File: src/rtl/adcma_pkg.sv
// ----------------------------------------------------------------------------
// adcma_pkg: shared constants for the ADC moving average block
// Sizes of the sample ring, the running sum and the window register, and
// the window length in force after reset.
// ----------------------------------------------------------------------------
package adcma_pkg;

  // Deepest window the ring can hold, and the width of one ADC sample.
  localparam int WINDOW_MAX  = 64;
  localparam int SAMPLE_BITS = 12;

  // Width of the window length register as written on the configuration port.
  localparam int WIN_REG_W   = 7;
  localparam int WINDOW_RESET = 16;

  // Ring index, sample count and sum widths follow from the two sizes above.
  localparam int IDX_W = (WINDOW_MAX > 1) ? $clog2(WINDOW_MAX) : 1;
  localparam int CNT_W = $clog2(WINDOW_MAX + 1);
  localparam int SUM_W = SAMPLE_BITS + IDX_W;
  localparam int CMP_W = (WIN_REG_W > CNT_W) ? WIN_REG_W : CNT_W;

  // Divider step counter covers one step per bit of the sum.
  localparam int DIV_CNT_W = $clog2(SUM_W);

  // Effective window after reset, with the same clamping as a register write.
  localparam int EFF_RESET = (WINDOW_RESET < 1) ? 1 :
                             ((WINDOW_RESET > WINDOW_MAX) ? WINDOW_MAX : WINDOW_RESET);

endpackage

File: src/rtl/adc_moving_average.sv
// ----------------------------------------------------------------------------
// adc_moving_average: moving average of raw ADC samples
// Each input transaction carries one sample; each result transaction carries
// the mean, rounded down, of the most recent samples and a window-full flag.
// ----------------------------------------------------------------------------
// Usage:
//   Input channel (in_valid / in_ready / sample): one ADC sample per
//   transaction. Output channel (out_valid / out_ready / average /
//   window_full): exactly one result per accepted sample, in order.
//   Configuration channel (cfg_valid / cfg_ready / window_length): writes the
//   window length (0 acts as 1, values above 64 act as 64) and clears the
//   sample history. A pending configuration write takes precedence over a
//   sample offered in the same cycle.
//   Processing: an accepted sample first updates the ring and running sum,
//   then the restoring divider retires one quotient bit per cycle over the
//   18-bit sum, and then the output register is loaded. The block takes a
//   new sample in the idle cycle after the result enters the output
//   register, so it never takes a sample before the last one is through.
//   If the receiver stalls, the result waits in the output register while the
//   next sample is processed; that one then waits until the register frees.
//   Reset clears the history and sets the window length to 16.
// ----------------------------------------------------------------------------
module adc_moving_average (
  input  logic                                clk,
  input  logic                                rst,
  // Configuration write channel
  input  logic                                cfg_valid,
  output logic                                cfg_ready,
  input  logic [adcma_pkg::WIN_REG_W-1:0]     window_length,
  // Sample input channel
  input  logic                                in_valid,
  output logic                                in_ready,
  input  logic [adcma_pkg::SAMPLE_BITS-1:0]   sample,
  // Result output channel
  output logic                                out_valid,
  input  logic                                out_ready,
  output logic [adcma_pkg::SAMPLE_BITS-1:0]   average,
  output logic                                window_full
);
  import adcma_pkg::*;

  typedef enum logic [1:0] {
    ST_IDLE,
    ST_UPDATE,
    ST_DIV,
    ST_DONE
  } state_t;

  state_t                 state;
  logic [CNT_W-1:0]       eff_window;
  logic [IDX_W-1:0]       write_index;
  logic [CNT_W-1:0]       fill_count;
  logic [SUM_W-1:0]       running_sum;
  logic [SAMPLE_BITS-1:0] sample_hold;
  logic [SAMPLE_BITS-1:0] ring_rd;
  logic [SAMPLE_BITS-1:0] sample_ring [WINDOW_MAX];

  // Divider registers: partial remainder, dividend shifting into quotient.
  logic [CNT_W-1:0]       rem;
  logic [SUM_W-1:0]       quo;
  logic [DIV_CNT_W-1:0]   div_cnt;

  logic                   cfg_fire;
  logic                   in_fire;
  logic                   out_free;
  logic [CMP_W-1:0]       win_cmp;
  logic [CNT_W-1:0]       eff_next;
  logic                   ring_full;
  logic [SUM_W-1:0]       sum_next;
  logic [CNT_W-1:0]       fill_next;
  logic [CNT_W-1:0]       inc_index;
  logic [IDX_W-1:0]       write_index_next;
  logic [CNT_W:0]         trial;
  logic                   trial_ge;

  // Handshakes: configuration wins over a sample offered in the same cycle.
  assign cfg_ready = (state == ST_IDLE);
  assign in_ready  = (state == ST_IDLE) && !cfg_valid;
  assign cfg_fire  = cfg_valid && cfg_ready;
  assign in_fire   = in_valid && in_ready;
  assign out_free  = !out_valid || out_ready;

  // Clamp the written window length into 1 .. WINDOW_MAX.
  always_comb begin
    win_cmp = CMP_W'(window_length);
    if (win_cmp == '0) begin
      eff_next = CNT_W'(1);
    end else if (win_cmp > CMP_W'(WINDOW_MAX)) begin
      eff_next = CNT_W'(WINDOW_MAX);
    end else begin
      eff_next = CNT_W'(win_cmp);
    end
  end

  // Ring and sum update for the sample being processed.
  always_comb begin
    ring_full = (fill_count >= eff_window);
    sum_next  = running_sum - (ring_full ? SUM_W'(ring_rd) : '0) + SUM_W'(sample_hold);
    fill_next = ring_full ? eff_window : fill_count + CNT_W'(1);
    inc_index = CNT_W'(write_index) + CNT_W'(1);
    if (inc_index >= eff_window) begin
      write_index_next = '0;
    end else begin
      write_index_next = inc_index[IDX_W-1:0];
    end
  end

  // One restoring division step: shift in the next dividend bit and try the divisor.
  always_comb begin
    trial    = {rem, quo[SUM_W-1]};
    trial_ge = (trial >= {1'b0, fill_count});
  end

  // Sample ring: read at the write index every cycle, written once per sample.
  always_ff @(posedge clk) begin
    ring_rd <= sample_ring[write_index];
    if (state == ST_UPDATE) begin
      sample_ring[write_index] <= sample_hold;
    end
  end

  // Sequencer, history state, divider and output register.
  always_ff @(posedge clk) begin
    if (rst) begin
      state       <= ST_IDLE;
      eff_window  <= CNT_W'(EFF_RESET);
      write_index <= '0;
      fill_count  <= '0;
      running_sum <= '0;
      out_valid   <= 1'b0;
      div_cnt     <= '0;
    end else begin
      if (state == ST_DONE && out_free) begin
        out_valid <= 1'b1;
      end else if (out_ready) begin
        out_valid <= 1'b0;
      end

      case (state)
        ST_IDLE: begin
          if (cfg_fire) begin
            eff_window  <= eff_next;
            write_index <= '0;
            fill_count  <= '0;
            running_sum <= '0;
          end else if (in_fire) begin
            sample_hold <= sample;
            state       <= ST_UPDATE;
          end
        end
        ST_UPDATE: begin
          running_sum <= sum_next;
          fill_count  <= fill_next;
          write_index <= write_index_next;
          quo         <= sum_next;
          rem         <= '0;
          div_cnt     <= DIV_CNT_W'(SUM_W - 1);
          state       <= ST_DIV;
        end
        ST_DIV: begin
          if (trial_ge) begin
            rem <= CNT_W'(trial - {1'b0, fill_count});
          end else begin
            rem <= trial[CNT_W-1:0];
          end
          quo <= {quo[SUM_W-2:0], trial_ge};
          if (div_cnt == '0) begin
            state <= ST_DONE;
          end else begin
            div_cnt <= div_cnt - DIV_CNT_W'(1);
          end
        end
        ST_DONE: begin
          if (out_free) begin
            average     <= quo[SAMPLE_BITS-1:0];
            window_full <= (fill_count == eff_window);
            state       <= ST_IDLE;
          end
        end
        default: begin
          state <= ST_IDLE;
        end
      endcase
    end
  end

  // The sample count never exceeds the window in force.
  assert property (@(posedge clk) disable iff (rst) fill_count <= eff_window)
    else $error("fill count exceeds the effective window");

  // The write pointer always stays inside the active part of the ring.
  assert property (@(posedge clk) disable iff (rst) CNT_W'(write_index) < eff_window)
    else $error("write index outside the active window");

  // The update step only ever follows an accepted sample transaction.
  assert property (@(posedge clk) disable iff (rst)
    (state == ST_UPDATE) |-> $past(in_valid && in_ready))
    else $error("ring update without an accepted sample");

  // The last divider step hands over to the output stage.
  assert property (@(posedge clk) disable iff (rst)
    (state == ST_DIV && div_cnt == '0) |=> (state == ST_DONE))
    else $error("divider did not finish after its last step");

  // A new result only appears when a finished quotient was waiting.
  assert property (@(posedge clk) disable iff (rst)
    $rose(out_valid) |-> $past(state == ST_DONE))
    else $error("result raised without a finished division");

endmodule

File: config.mk
export PLATFORM = sky130hd
export DESIGN_NAME = adc_moving_average
export DESIGN_NICKNAME = d
export VERILOG_FILES = /design/src/rtl/adcma_pkg.sv /design/src/rtl/adc_moving_average.sv
export SDC_FILE = /design/constraint.sdc
export NUM_CORES = 1
export LEC_CHECK = 0
export BUFFER_PORTS_ARGS = -buffer_cell sky130_fd_sc_hd__buf_4
export CAP_MARGIN = 10
export CORE_ASPECT_RATIO = 0.5
export CORE_UTILIZATION = 35
export CTS_BUF_LIST = sky130_fd_sc_hd__clkbuf_8 sky130_fd_sc_hd__clkbuf_16
export DETAILED_ROUTE_END_ITERATION = 12
export PLACE_DENSITY_LB_ADDON = 0.3
export SETUP_SLACK_MARGIN = 0.1
export SLEW_MARGIN = 20
export SYNTH_ARGS = -nofsm -noshare
export SYNTH_HDL_FRONTEND = slang
export SYNTH_SLANG_ARGS = --single-unit
File: constraint.sdc
create_clock -name clk -period 5.5 [get_ports clk]
set_input_delay 0.275 -clock clk [delete_from_list [all_inputs] [get_ports clk]]
set_output_delay 0.275 -clock clk [all_outputs]
set_load 0.02 [all_outputs]
# Yosys cells after proc, flatten, opt, wreduce, memory -nomap -nowiden
# Memories as Yosys holds them, arrays and structs flattened. A register that Yosys moved wholly into a read port is not among the register bits.
# Index checks and enable logic that the tools add are counted.
# totals
mem_bits_ro	0
ram_bits	768
output_inout_bits	16
inputBits	24
elab_cells	80
memories	1
regBits	96
latch_bits	0
# op_classes
n_reduce_logical	20
muxes	25
n_div	0
bitwise	2
add_sub_neg	6
n_eq_ne	10
mul	0
order_cmp	4
shift	0
# memory_table
name	depth	word_bits	rd	rd_ports_with_merged_regs	wr	line	text
sample_ring	64	12	1	1	1	adc_moving_average.sv:56	logic [SAMPLE_BITS-1:0] sample_ring [WINDOW_MAX];
# op_table
op	n
$pmux W18 S2	2
$mux W7	5
$pmux W7 S2	2
$add A18 B12 Y18	1
$mux W18	1
$sub A18 B12 Y18	1
$ge A7 B7 Y1	2
$mux W12	1
$mux W6	2
$pmux W6 S2	1
$pmux W5 S2	1
$ge A8 B7 Y1	1
$mux W2	4
$ne A2 B2 Y1 const B	4
$pmux W2 S4	1
$reduce_and A2 Y1	4
$reduce_and A4 Y1	2
$add A6 B1 Y7 const B	1
$add A7 B1 Y7 const B	1
$eq A7 B7 Y1	1
$gt A7 B7 Y1 const B	1
$logic_not A7 Y1	1
$sub A7 B7 Y7	1
$reduce_bool A2 Y1	3
other kinds (13)	23

# Logic depth before layout (Yosys ltp)
# Gate-level depths: netlist of run 1.
# depth
ltp_word	6
depth_mapped	20
mapped_depth_nobuf	19

# Least setup slack after synthesis of run 1
# No wires, ideal clock.
# synth_path
path_kind	reg-to-reg
start	register fill_count[0]
end	register quo[17], data pin
arrival_time_ns	4.052
stages_incl_launch_ff	19
n_path_buf	1
setup_time_ns	0.261
slack_ns	1.187
required_time_ns	5.239
path_cell_list	dfxtp_1 inv_1 ha_1 nand2b_1 a21o_1 a21o_1 a21oi_1 o21ai_1 clkbuf_1 and2_1 fa_1 inv_1 ha_1 a21o_1 nand3_2 a2111o_1 a311oi_2 nor3_1 o311a_1
# synth_via
elab_chain_len	5
# synth_rtl
element	line	text
from (decl)	adc_moving_average.sv:52	logic [CNT_W-1:0] fill_count;
from (signal assigned)	adc_moving_average.sv:153	fill_count <= fill_next;
$ge A7 B7 Y1	adc_moving_average.sv:97	ring_full = (fill_count >= eff_window);
$mux W12	adc_moving_average.sv:98	sum_next = running_sum - (ring_full ? SUM_W'(ring_rd) : '0) + SUM_W'(sample_hold);
$sub A18 B12 Y18	adc_moving_average.sv:98	
$add A18 B12 Y18	adc_moving_average.sv:98	
$pmux W18 S2	adc_moving_average.sv:139	case (state)
to (signal assigned)	adc_moving_average.sv:155	quo <= sum_next;
to (signal assigned)	adc_moving_average.sv:166	quo <= {quo[SUM_W-2:0], trial_ge};
to (decl)	adc_moving_average.sv:60	logic [SUM_W-1:0] quo;
# Every way passes these cells.
# A chain may end at the register's enable or synchronous reset.

# Worst setup path in the final report of run 1
# layout_path
start	register fill_count[0]
end	register quo[16], data pin
# Same word-level chain as after synthesis.

==> results of run 1 <==
-- metrics by stage --
stage / setup slack [ns] / std cells / hold WS [ns] / utilization [%]
finish: 0.726 / 3718 / 0.0426 / 40.7
global route: 0.305 / 3717 / 0.0274 / 40.7
CTS: 0.746 / 3717 / 0.0142 / 40.7
detailed placement: 0.765 / 3547 / 0.442 / 37.7
global placement: 0.841 / 3547 / 0.438 / 37.7
floorplan: 1.19 / 2179 / 0.374 / -
-- per-layer routing --
layer,vias up,part of all wire (%)
met5,-,0
met4,0,2.4
met3,143,7.2
met2,793,47
met1,10600,43
li1,8864,-
-- power groups by stage --
stage	clock (mW)	combinational [mW]	sequential, mW
floorplan	0	2.35	7.96
global placement	0	3.36	8.00
detailed placement	0	3.42	8.00
CTS	6.10	3.44	7.86
global route	6.37	3.78	7.88
finish	6.02	3.44	7.86
-- worst max-delay path by stage --
stage / start / endpoint / slack [ns] / depth (start not counted)
4_1_cts: fill_count[0]$_SDFFE_PP0P_ / quo[16]$_DFFE_PP_ / 0.75 / 18
3_3_place_gp: fill_count[0]$_SDFFE_PP0P_ / quo[17]$_DFFE_PP_ / 0.84 / 17
6_report: fill_count[0]$_SDFFE_PP0P_ / quo[16]$_DFFE_PP_ / 0.73 / 18
2_1_floorplan: fill_count[0]$_SDFFE_PP0P_ / quo[17]$_DFFE_PP_ / 1.19 / 18
3_5_place_dp: fill_count[0]$_SDFFE_PP0P_ / quo[17]$_DFFE_PP_ / 0.77 / 17
5_1_grt: fill_count[0]$_SDFFE_PP0P_ / quo[17]$_DFFE_PP_ / 0.31 / 18
-- critical path: stages, from the launching register on --
cell	delay (ns)
dfxtp_1	0.36
inv_1	0.11
ha_1	0.31
nand2b_1	0.10
a21o_1	0.11
a21o_1	0.11
a21oi_1	0.07
o21ai_2	0.81
and2_1	0.26
fa_1	0.42
inv_1	0.07
ha_1	0.27
a21o_1	0.19
a21o_1	0.20
a2111oi_0	0.44
o31ai_1	0.16
a31oi_1	0.22
xor2_1	0.19
o21ai_0	0.09
-- cell type report --
| class | instances | share of cell area (%) |
|---|---|---|
| Inverter | 79 | 0.723 |
| Antenna cell | 1 | 0.00610 |
| Timing Repair Buffer | 162 | 3.18 |
| Clock buffer | 88 | 5.31 |
| Tap cell | 1344 | 4.10 |
| Multi-Input combinational cell | 1101 | 22.3 |
| Sequential cell | 876 | 62.7 |
| Clock inverter | 67 | 1.65 |
-- cells in the final DEF (no fill, tap or decap), drive strengths merged, types with 47 or more instances in the layout --
cell type,count
ha,47
buf,147
edfxtp,818
a22oi,82
a21oi,109
nand2,48
a221oi,48
mux2i,78
inv,95
mux4,77
nor2,167
o21ai,48
mux2,72
dfxtp,58
clkbuf,88
-- state kept, by name, indices dropped and copies added, names as in the netlist --
name,cells
sample_ring,768
quo,18
running_sum,18
average,12
ring_rd,12
sample_hold,12
eff_window,7
fill_count,7
rem,7
write_index,6
div_cnt,5
state,2
out_valid,1
window_full,1
-- logic make-up (layout without fill, tap and decap cells) --
| logic type | Yosys count | after routing |
|---|---|---|
| adder cells (fa/ha/maj) | 60 | 60 |
| XOR/XNOR | 22 | 22 |
| buffers and inverters | 202 | 396 |
| AND/OR/NAND/NOR | 346 | 346 |
| AO/OA/AOI/OAI | 446 | 446 |
| flip-flops | 876 | 876 |
| multiplexers | 227 | 227 |
| other | 0 | 1 |
==> flow_metrics.env, run 1 <==
export IMPL_synthMuxAreaShare_pct=9.30
export IMPL_fillers=9106
export IMPL_dpl_hpwl_um=58400
export IMPL_nNetsFinal=2388
export IMPL_p_comb_share_pct=19.9
export IMPL_drcViolationCount=0
export IMPL_use_met3_pct=3.28
export IMPL_synth_compound_area_share_pct=8.64
export IMPL_ys_seq_area_share_pct=71.8
export IMPL_cts_clk_slew_worst_paths_ns=0.07
export IMPL_clk_latency_ns=0.65
export IMPL_cap_viol_max_count=0
export IMPL_cts_root_buffer="clkbuf_16"
export IMPL_maxSlewHeadroom_pct=29.5
export IMPL_ctsLongestPathBuffers=3
export IMPL_synth_simple_gate_area_share_pct=4.54
export IMPL_synthCells=2179
export IMPL_setup_tns_ns=0
export IMPL_areaGrowthSynthToFinish_pct=14.6
export IMPL_grt_use_total_pct=18.3
export IMPL_io_pin_count=40
export IMPL_numPortBuffers=39
export IMPL_fp_dieW_um=454
export IMPL_crit_required_ns=5.88
export IMPL_fin_crit_ns=4.77
export IMPL_placed_area_mm2=0.0380
export IMPL_pwr_share_clk_pct=34.8
export IMPL_final_hold_viol_count=0
export IMPL_synth_seq_cells=876
export IMPL_end_kind="flip-flop"
export IMPL_synthArstFlopShare_pct=0
export IMPL_synth_nets=2263
export IMPL_status="completed"
export IMPL_drt_pre_antenna_iters=7
export IMPL_cts_buffers=84
export IMPL_grt_pass1_wl_um=140000
export IMPL_postCtsSetupBuffers=0
export IMPL_internal_power_mw=12.4
export IMPL_drive_above_1_share_pct=18.7
export IMPL_p_sw_mw=4.88
export IMPL_power_density_mw_per_mm2=422
export IMPL_critical_path_class="flip-flop to flip-flop"
export IMPL_syn_avg_cell_area_um2=16.4
export IMPL_routedWlPerCell_um=25.8
export IMPL_worst_slew_pin_slew_ns=1.06
export IMPL_yosys_area_top_type="edfxtp_1"
export IMPL_cts_sinks=876
export IMPL_crit_fanout=26
export IMPL_synth_top_family_by_area="multiplexers"
export IMPL_seqPwrFrac_pct=45.4
export IMPL_multi_input_area_mm2=0.00916
export IMPL_grt_max_degree=69
export IMPL_hold_path_end="running_sum[4]$_SDFFE_PP0P_"
export IMPL_first_global_vias=20200
export IMPL_netlist_area_mm2=0.0358
export IMPL_ys_flop_type="edfxtp_1"
export IMPL_drtAntennaViolNets=0
export IMPL_fmax_mhz=209
export IMPL_finalInstanceArea_mm2=0.0410
export IMPL_cp_arrival_ns=5.16
export IMPL_worstSetupStartpointType="flip-flop"
export IMPL_dieArea_mm2=0.104
export IMPL_synthTopCellsByArea="edfxtp_1 69%, mux4_2 4.8%, dfxtp_1 3.2%"
export IMPL_cts_repair_resized=0
export IMPL_synth_xor_area_share_pct=0.538
export IMPL_leakage_nw=13.2
export IMPL_initial_core_util_pct=35.5
export IMPL_synth_edf_count=818
export IMPL_rsz0062_at_grt="no"
export IMPL_timing_rr_start="fill_count[0]$_SDFFE_PP0P_"
export IMPL_fp_coreArea_mm2=0.101
export IMPL_globalplace_congestion=0.880
export IMPL_r2r_slack_ns=0.73
export IMPL_worstReg2RegEnd="quo[16]$_DFFE_PP_"
export IMPL_num_rows=82
export IMPL_routed_wl_um=95800
export IMPL_vdd_drop_max_mv=0.221
export IMPL_report_final_setup_viol=0
export IMPL_antenna_found_initial=4
export IMPL_finalCritPeriodShare_pct=86.8
export IMPL_yosys_warnings=0
export IMPL_met2_usage_pct=29.3
export IMPL_netlist_area_leader_share_pct=68.6
export IMPL_grt_overflow=0
export IMPL_yosys_area_share_adder_pct=2.37
export IMPL_drv_slew=0
export IMPL_met1_usage_pct=25.8
export IMPL_ctsHoldBuffers=15
export IMPL_hp_start="rst"
export IMPL_holdPathStages=2
export IMPL_cts_htree_levels=3
export IMPL_busiest_layer="met2"
export IMPL_swShare_pct=28.2
export IMPL_vias=20400
export IMPL_finClkSkew_ns=0.0225
export IMPL_cts_tree="built"
export IMPL_die_h_um=228
export IMPL_r2r_cells=18
export IMPL_synth_most_common_cell="edfxtp_1"
export IMPL_hp_class="input port to flip-flop"
export IMPL_synth_commonest_cells="818 x edfxtp_1, 166 x nor2_1, 109 x a21oi_1, 82 x a22oi_1, 79 x inv_1"
export IMPL_drt_initial_drc_count=2419
export IMPL_p_total_mw=17.3
export IMPL_regArea_mm2=0.0257
export IMPL_synthDistinctLibCells=73
export IMPL_via_per_inst=5.50
Power figures use the tool's default switching activity.
==> run 2: changes to the inputs <==
==> constraint.sdc (replaced) <==
create_clock -name clk -period 5.06 [get_ports clk]
set_input_delay 0.253 -clock clk [delete_from_list [all_inputs] [get_ports clk]]
set_output_delay 0.253 -clock clk [all_outputs]
set_load 0.02 [all_outputs]
==> run 2 against run 1 <==
  * Die area is the same
  * Non-clock buffer count grew 17
  * Combinational power grew 8.7%
  * Final area shrank 0.13%
  * Sequential share of layout area grew 0.084 points
  * Worst hold slack gained 0.047 ns
  * Maximum frequency grew 4.9%
  * First-iteration DRC count shrank 14%
==> flow_metrics.env, run 2 (synthesized netlist as in run 1, its figures left out) <==
export IMPL_status="completed"
export IMPL_crit_slowest_cell="fa_1"
export IMPL_worst_slew_pin_slew_ns=1.10
export IMPL_cts_clk_slew_worst_paths_ns=0.06
export IMPL_first_global_vias=20100
export IMPL_final_cell_mix="818 x edfxtp_1, 163 x nor2_1, 156 x buf_4, 109 x a21oi_1, 94 x inv_1"
export IMPL_drive_above_1_share_pct=19.1
export IMPL_dpl_hpwl_um=58700
export IMPL_maxSlewHeadroom_pct=26.5
export IMPL_final_hold_viol_count=0
export IMPL_instances_no_fill=3733
export IMPL_cp_slowest_stage_delay_ns=0.47
export IMPL_report_final_setup_viol=0
export IMPL_drt_pre_antenna_iters=7
export IMPL_ctsLongestPathBuffers=3
export IMPL_fillers=9104
export IMPL_cts_tree="built"
export IMPL_critical_path_class="flip-flop to flip-flop"
export IMPL_worstSetupStartpointType="flip-flop"
export IMPL_grt_pass1_wl_um=139000
export IMPL_finClkSkew_ns=0.0254
export IMPL_cap_viol_max_count=0
export IMPL_cts_sinks=876
export IMPL_via_per_inst=5.43
export IMPL_finalCritPeriodShare_pct=90.0
export IMPL_end_kind="flip-flop"
export IMPL_postCtsSetupBuffers=0
export IMPL_grt_overflow=0
export IMPL_setup_tns_ns=0
export IMPL_path_cells="inv_1 -> ha_1 -> nand2b_1 -> a21o_1 -> a21o_1 -> a21oi_1 -> o21ai_2 -> and2_1 -> fa_1 -> inv_1 -> ha_1 -> nand4_1 -> a2111o_1 -> a311oi_2 -> o21a_1 -> o211ai_1 -> o311a_1"
export IMPL_hp_class="input port to flip-flop"
export IMPL_top_register="sample_ring"
export IMPL_initial_core_util_pct=35.5
export IMPL_fin_crit_ns=4.55
export IMPL_drt_initial_drc_count=2070
export IMPL_fmax_mhz=220
export IMPL_cts_buffers=85
export IMPL_vias=20300
export IMPL_grt_max_degree=65
export IMPL_cts_htree_levels=3
export IMPL_clk_latency_ns=0.66
export IMPL_globalplace_congestion=0.870
export IMPL_cts_root_buffer="clkbuf_16"
export IMPL_drv_slew=0
export IMPL_num_antenna_cells=0
export IMPL_fp_dieW_um=454
export IMPL_io_pin_count=40
export IMPL_areaGrowthSynthToFinish_pct=14.4
export IMPL_antenna_found_initial=3
export IMPL_place_inst=3561
export IMPL_rsz0062_at_grt="no"
export IMPL_grt_use_total_pct=18.2
export IMPL_die_h_um=228
export IMPL_dieArea_mm2=0.104
export IMPL_largest_reg_flops=768
export IMPL_crit_required_ns=5.45
export IMPL_nNetsFinal=2406
export IMPL_drtAntennaViolNets=0
export IMPL_numPortBuffers=39
export IMPL_vdd_drop_max_mv=0.282
export IMPL_routed_wl_um=95300
export IMPL_final_common_cell="edfxtp_1"
export IMPL_cp_arrival_ns=4.95
export IMPL_fp_coreArea_mm2=0.101
export IMPL_largest_registers="sample_ring (768), quo (18), running_sum (18)"
export IMPL_num_rows=82
export IMPL_utilization_pct=40.7
export IMPL_crit_fanout=13
export IMPL_routedWlPerCell_um=25.5
export IMPL_drcViolationCount=0
export IMPL_r2r_slack_ns=0.51
export IMPL_power_density_mw_per_mm2=450
export IMPL_leakage_nw=13.2
## run 2: path summary, 6_finish.rpt
kind | start | end | depth (start not counted)
worst max-delay path | fill_count[0]$_SDFFE_PP0P_ | quo[17]$_DFFE_PP_ | 17
worst min-delay path | window_length[2] | eff_window[2]$_SDFFE_PP0P_ | 4
worst max register to register | fill_count[0]$_SDFFE_PP0P_ | quo[17]$_DFFE_PP_ | 17
worst min register to register | quo[6]$_DFFE_PP_ | average[6]$_DFFE_PP_ | 0
## run 2: routing by layer
metal | routed length (um) | global-route usage [%] | up-vias
met4 | 2080 | 4.36 | 2
met3 | 5880 | 3.41 | 125
met1 | 42800 | 25.7 | 10600
met5 | 13 | 0 | -
met2 | 44500 | 29.1 | 645
li1 | - | - | 8911
## run 2: repair_timing
item                                    CTS  global route
hold endpoints to repair                 26             0
hold buffers                             18             0
resized for setup                         0             0
endpoints found under the setup margin    0             0
## run 2: report_power, final
group          total (mW)  leakage (nW)  internal (mW)  switching (mW)
Sequential           8.55          7.84           8.35           0.196
Clock                6.13          1.36           3.40            2.73
Combinational        3.74          4.04           1.41            2.33
## run 2: through the flow
stage	total power [mW]	instance area, um^2	hold slack [ns]	worst slack, ns
after floorplan	11.2	35800	0.352	0.747
after global placement	12.4	38100	0.434	0.607
after detailed placement	12.4	38100	0.433	0.500
after CTS	18.5	41000	0.0576	0.485
after global routing	19.2	41000	0.0934	0.159
final	18.4	41000	0.0897	0.507
## run 2: final cells by class
class                      count  area [um^2]  share of cell area [%]
tap                         1344         1680                    4.10
clock inverter                63          415                    1.01
clock buffer                  91         2240                    5.47
multi-input combinational   1101         9160                    22.3
timing repair buffer         179         1450                    3.54
inverter                      79          297                   0.724
sequential                   876        25700                    62.8
## run 2: critical path: cells and delay by family (launching register included)
family	cells	cell delay [ns]
AO/OA/AOI/OAI	9	1.97
adder cells (fa/ha/maj)	3	1.20
AND/OR/NAND/NOR	3	0.59
flip-flops	1	0.37
buffers and inverters	2	0.16
==> run 3: changes to the inputs <==
--- a/config.mk
+++ b/config.mk
@@ -7,6 +7,8 @@
 export LEC_CHECK = 0
 export BUFFER_PORTS_ARGS = -buffer_cell sky130_fd_sc_hd__buf_4
 export CAP_MARGIN = 10
+export CELL_PAD_IN_SITES_DETAIL_PLACEMENT = 0
+export CELL_PAD_IN_SITES_GLOBAL_PLACEMENT = 1
 export CORE_ASPECT_RATIO = 0.5
 export CORE_UTILIZATION = 35
 export CTS_BUF_LIST = sky130_fd_sc_hd__clkbuf_8 sky130_fd_sc_hd__clkbuf_16
@@ -17,3 +19,4 @@
 export SYNTH_ARGS = -nofsm -noshare
 export SYNTH_HDL_FRONTEND = slang
 export SYNTH_SLANG_ARGS = --single-unit
+export TNS_END_PERCENT = 100
==> run 3 against run 2 <==
  * First-iteration DRC count up 5.7%
  * Clock skew down 0.00078 ns
  * Critical path depth unchanged
  * Die area unchanged
  * Routed wire length up 1.6%
  * Final area down 0.28%
  * Clock power down 3%
  * Sequential cell count unchanged
  * Global-route usage up 0.45 points
  * Setup slack worse by 0.019 ns
  * Highest routed layer is now met4
==> flow_metrics.env, run 3 (synthesized netlist as in run 1, its figures left out) <==
export IMPL_cts_sinks=876
export IMPL_routed_wl_um=96800
export IMPL_fp_dieW_um=454
export IMPL_crit_fanout=13
export IMPL_cp_top_family="compound AO/OA/AOI/OAI gates"
export IMPL_largest_reg_flops=768
export IMPL_setup_tns_ns=0
export IMPL_drt_pre_antenna_iters=6
export IMPL_cts_clk_slew_worst_paths_ns=0.07
export IMPL_cap_viol_max_count=0
export IMPL_path_cells="inv_1 -> ha_1 -> nand2b_1 -> a21o_1 -> a21o_1 -> a21oi_1 -> o21ai_2 -> and2_1 -> fa_1 -> inv_1 -> ha_1 -> nand4_1 -> a2111o_1 -> a311oi_2 -> o21a_1 -> o211ai_1 -> o311a_1"
export IMPL_worstSetupStartpointType="flip-flop"
export IMPL_grt_max_degree=71
export IMPL_routedWlPerCell_um=25.9
export IMPL_globalplace_congestion=0.831
export IMPL_cp_arrival_ns=4.99
export IMPL_crit_slowest_cell="fa_1"
export IMPL_postCtsSetupBuffers=0
export IMPL_drive_above_1_share_pct=18.4
export IMPL_numPortBuffers=39
export IMPL_fillers=9170
export IMPL_initial_core_util_pct=35.5
export IMPL_cts_tree="built"
export IMPL_power_density_mw_per_mm2=445
export IMPL_fin_crit_ns=4.57
export IMPL_drv_slew=0
export IMPL_final_common_cell="edfxtp_1"
export IMPL_route_met2_wl_um=45400
export IMPL_maxSlewHeadroom_pct=27.7
export IMPL_cp_slowest_stage_delay_ns=0.48
export IMPL_hp_class="input port to flip-flop"
export IMPL_io_pin_count=40
export IMPL_grt_use_total_pct=18.7
export IMPL_finClkSkew_ns=0.0247
export IMPL_dieArea_mm2=0.104
export IMPL_vias=20100
export IMPL_cts_root_buffer="clkbuf_16"
export IMPL_final_hold_viol_count=0
export IMPL_first_global_vias=20000
export IMPL_areaGrowthSynthToFinish_pct=14.1
export IMPL_cts_buffers=84
export IMPL_via_per_inst=5.39
export IMPL_antenna_found_initial=2
export IMPL_critical_path_class="flip-flop to flip-flop"
export IMPL_fp_coreArea_mm2=0.101
export IMPL_top_layer="met4"
export IMPL_grt_overflow=0
export IMPL_finalCritPeriodShare_pct=90.4
export IMPL_crit_required_ns=5.47
export IMPL_wl_met1_um=43400
export IMPL_top_register="sample_ring"
export IMPL_vdd_drop_max_mv=0.217
export IMPL_leakage_nw=13.2
export IMPL_wl_met3_um=6330
export IMPL_status="completed"
export IMPL_p_total_mw=18.2
export IMPL_drcViolationCount=0
export IMPL_clk_latency_ns=0.66
export IMPL_final_cell_mix="818 x edfxtp_1, 164 x nor2_1, 152 x buf_4, 109 x a21oi_1, 105 x inv_1"
export IMPL_num_rows=82
export IMPL_drt_initial_drc_count=2188
export IMPL_grt_pass1_wl_um=142000
export IMPL_dpl_hpwl_um=58700
export IMPL_drtAntennaViolNets=0
export IMPL_end_kind="flip-flop"
export IMPL_report_final_setup_viol=0
export IMPL_nNetsFinal=2405
export IMPL_largest_registers="sample_ring (768), quo (18), running_sum (18)"
export IMPL_ctsLongestPathBuffers=3
export IMPL_rsz0062_at_grt="no"
export IMPL_fmax_mhz=219
export IMPL_die_h_um=228
export IMPL_critPathBufInv=2
export IMPL_cts_htree_levels=3
export IMPL_worst_slew_pin_slew_ns=1.08
[run 3: cell types whose count changed in the layout (fill, tap and decap cells not counted), moves of 3 or more]
| cell | change |
|---|---|
| clkinv_2 | -6 |
| clkinvlp_4 | -3 |
| clkbuf_8 | -3 |
| buf_4 | -4 |
| clkbuf_16 | -3 |
| inv_6 | +3 |
| inv_1 | +11 |
[run 3: worst reg2reg max path, delay by kind of cell, from the launching register on]
kind                       cells  cell delay [ns]
and+or+nand+nor                3             0.59
AOI/OAI and AO/OA              9             2.01
adders and majority gates      3             1.21
buffers and inverters          2             0.15
DFF                            1             0.36
[run 3: cell type report]
class | instances | area [um^2] | share of cell area, %
flip-flops and latches | 876 | 25700 | 63.0
multi-input cells | 1101 | 9140 | 22.4
clock buffers | 85 | 2130 | 5.21
well taps | 1344 | 1680 | 4.12
repair buffers | 179 | 1480 | 3.63
clock inverters | 68 | 397 | 0.971
inverters | 79 | 297 | 0.726
diodes | 2 | 5.00 | 0.0122
[run 3: worst paths after layout]
| path | from | endpoint | slack, ns | cells after the start |
|---|---|---|---|---|
| max | fill_count[0]$_SDFFE_PP0P_ | quo[17]$_DFFE_PP_ | 0.49 | 17 |
| max reg2reg | fill_count[0]$_SDFFE_PP0P_ | quo[17]$_DFFE_PP_ | 0.49 | 17 |
| min reg2reg | quo[0]$_DFFE_PP_ | average[0]$_DFFE_PP_ | 0.45 | 0 |
| min | window_length[2] | eff_window[2]$_SDFFE_PP0P_ | 0.06 | 4 |
[run 3: metrics by stage]
step / utilization [%] / worst slack, ns / area (um^2) / std cells / hold slack [ns]
2_1_floorplan: - / 0.747 / 35800 / 2179 / 0.352
3_3_place_gp: 37.9 / 0.504 / 38100 / 3559 / 0.430
3_5_place_dp: 37.9 / 0.451 / 38100 / 3559 / 0.434
4_1_cts: 40.6 / 0.431 / 40900 / 3732 / 0.0364
5_1_grt: 40.6 / 0.143 / 40900 / 3732 / 0.0517
6_report: 40.6 / 0.488 / 40900 / 3734 / 0.0624
[run 3: layer usage]
layer / up-vias / track usage, %
met5: - / 0
met4: 0 / 4.30
met3: 117 / 3.49
met2: 626 / 29.7
met1: 10500 / 26.5
li1: 8893 / -
[run 3: timing repair]
action,4_1_cts,5_1_grt
gates resized for setup,0,0
hold buffers,20,0
hold endpoints to repair,29,0
[run 3: power by group]
group	leakage (nW)	internal [mW]	switching (mW)
Sequential	7.84	8.35	0.197
Combinational	4.04	1.41	2.28
Clock	1.34	3.20	2.74
Total	13.2	13.0	5.22
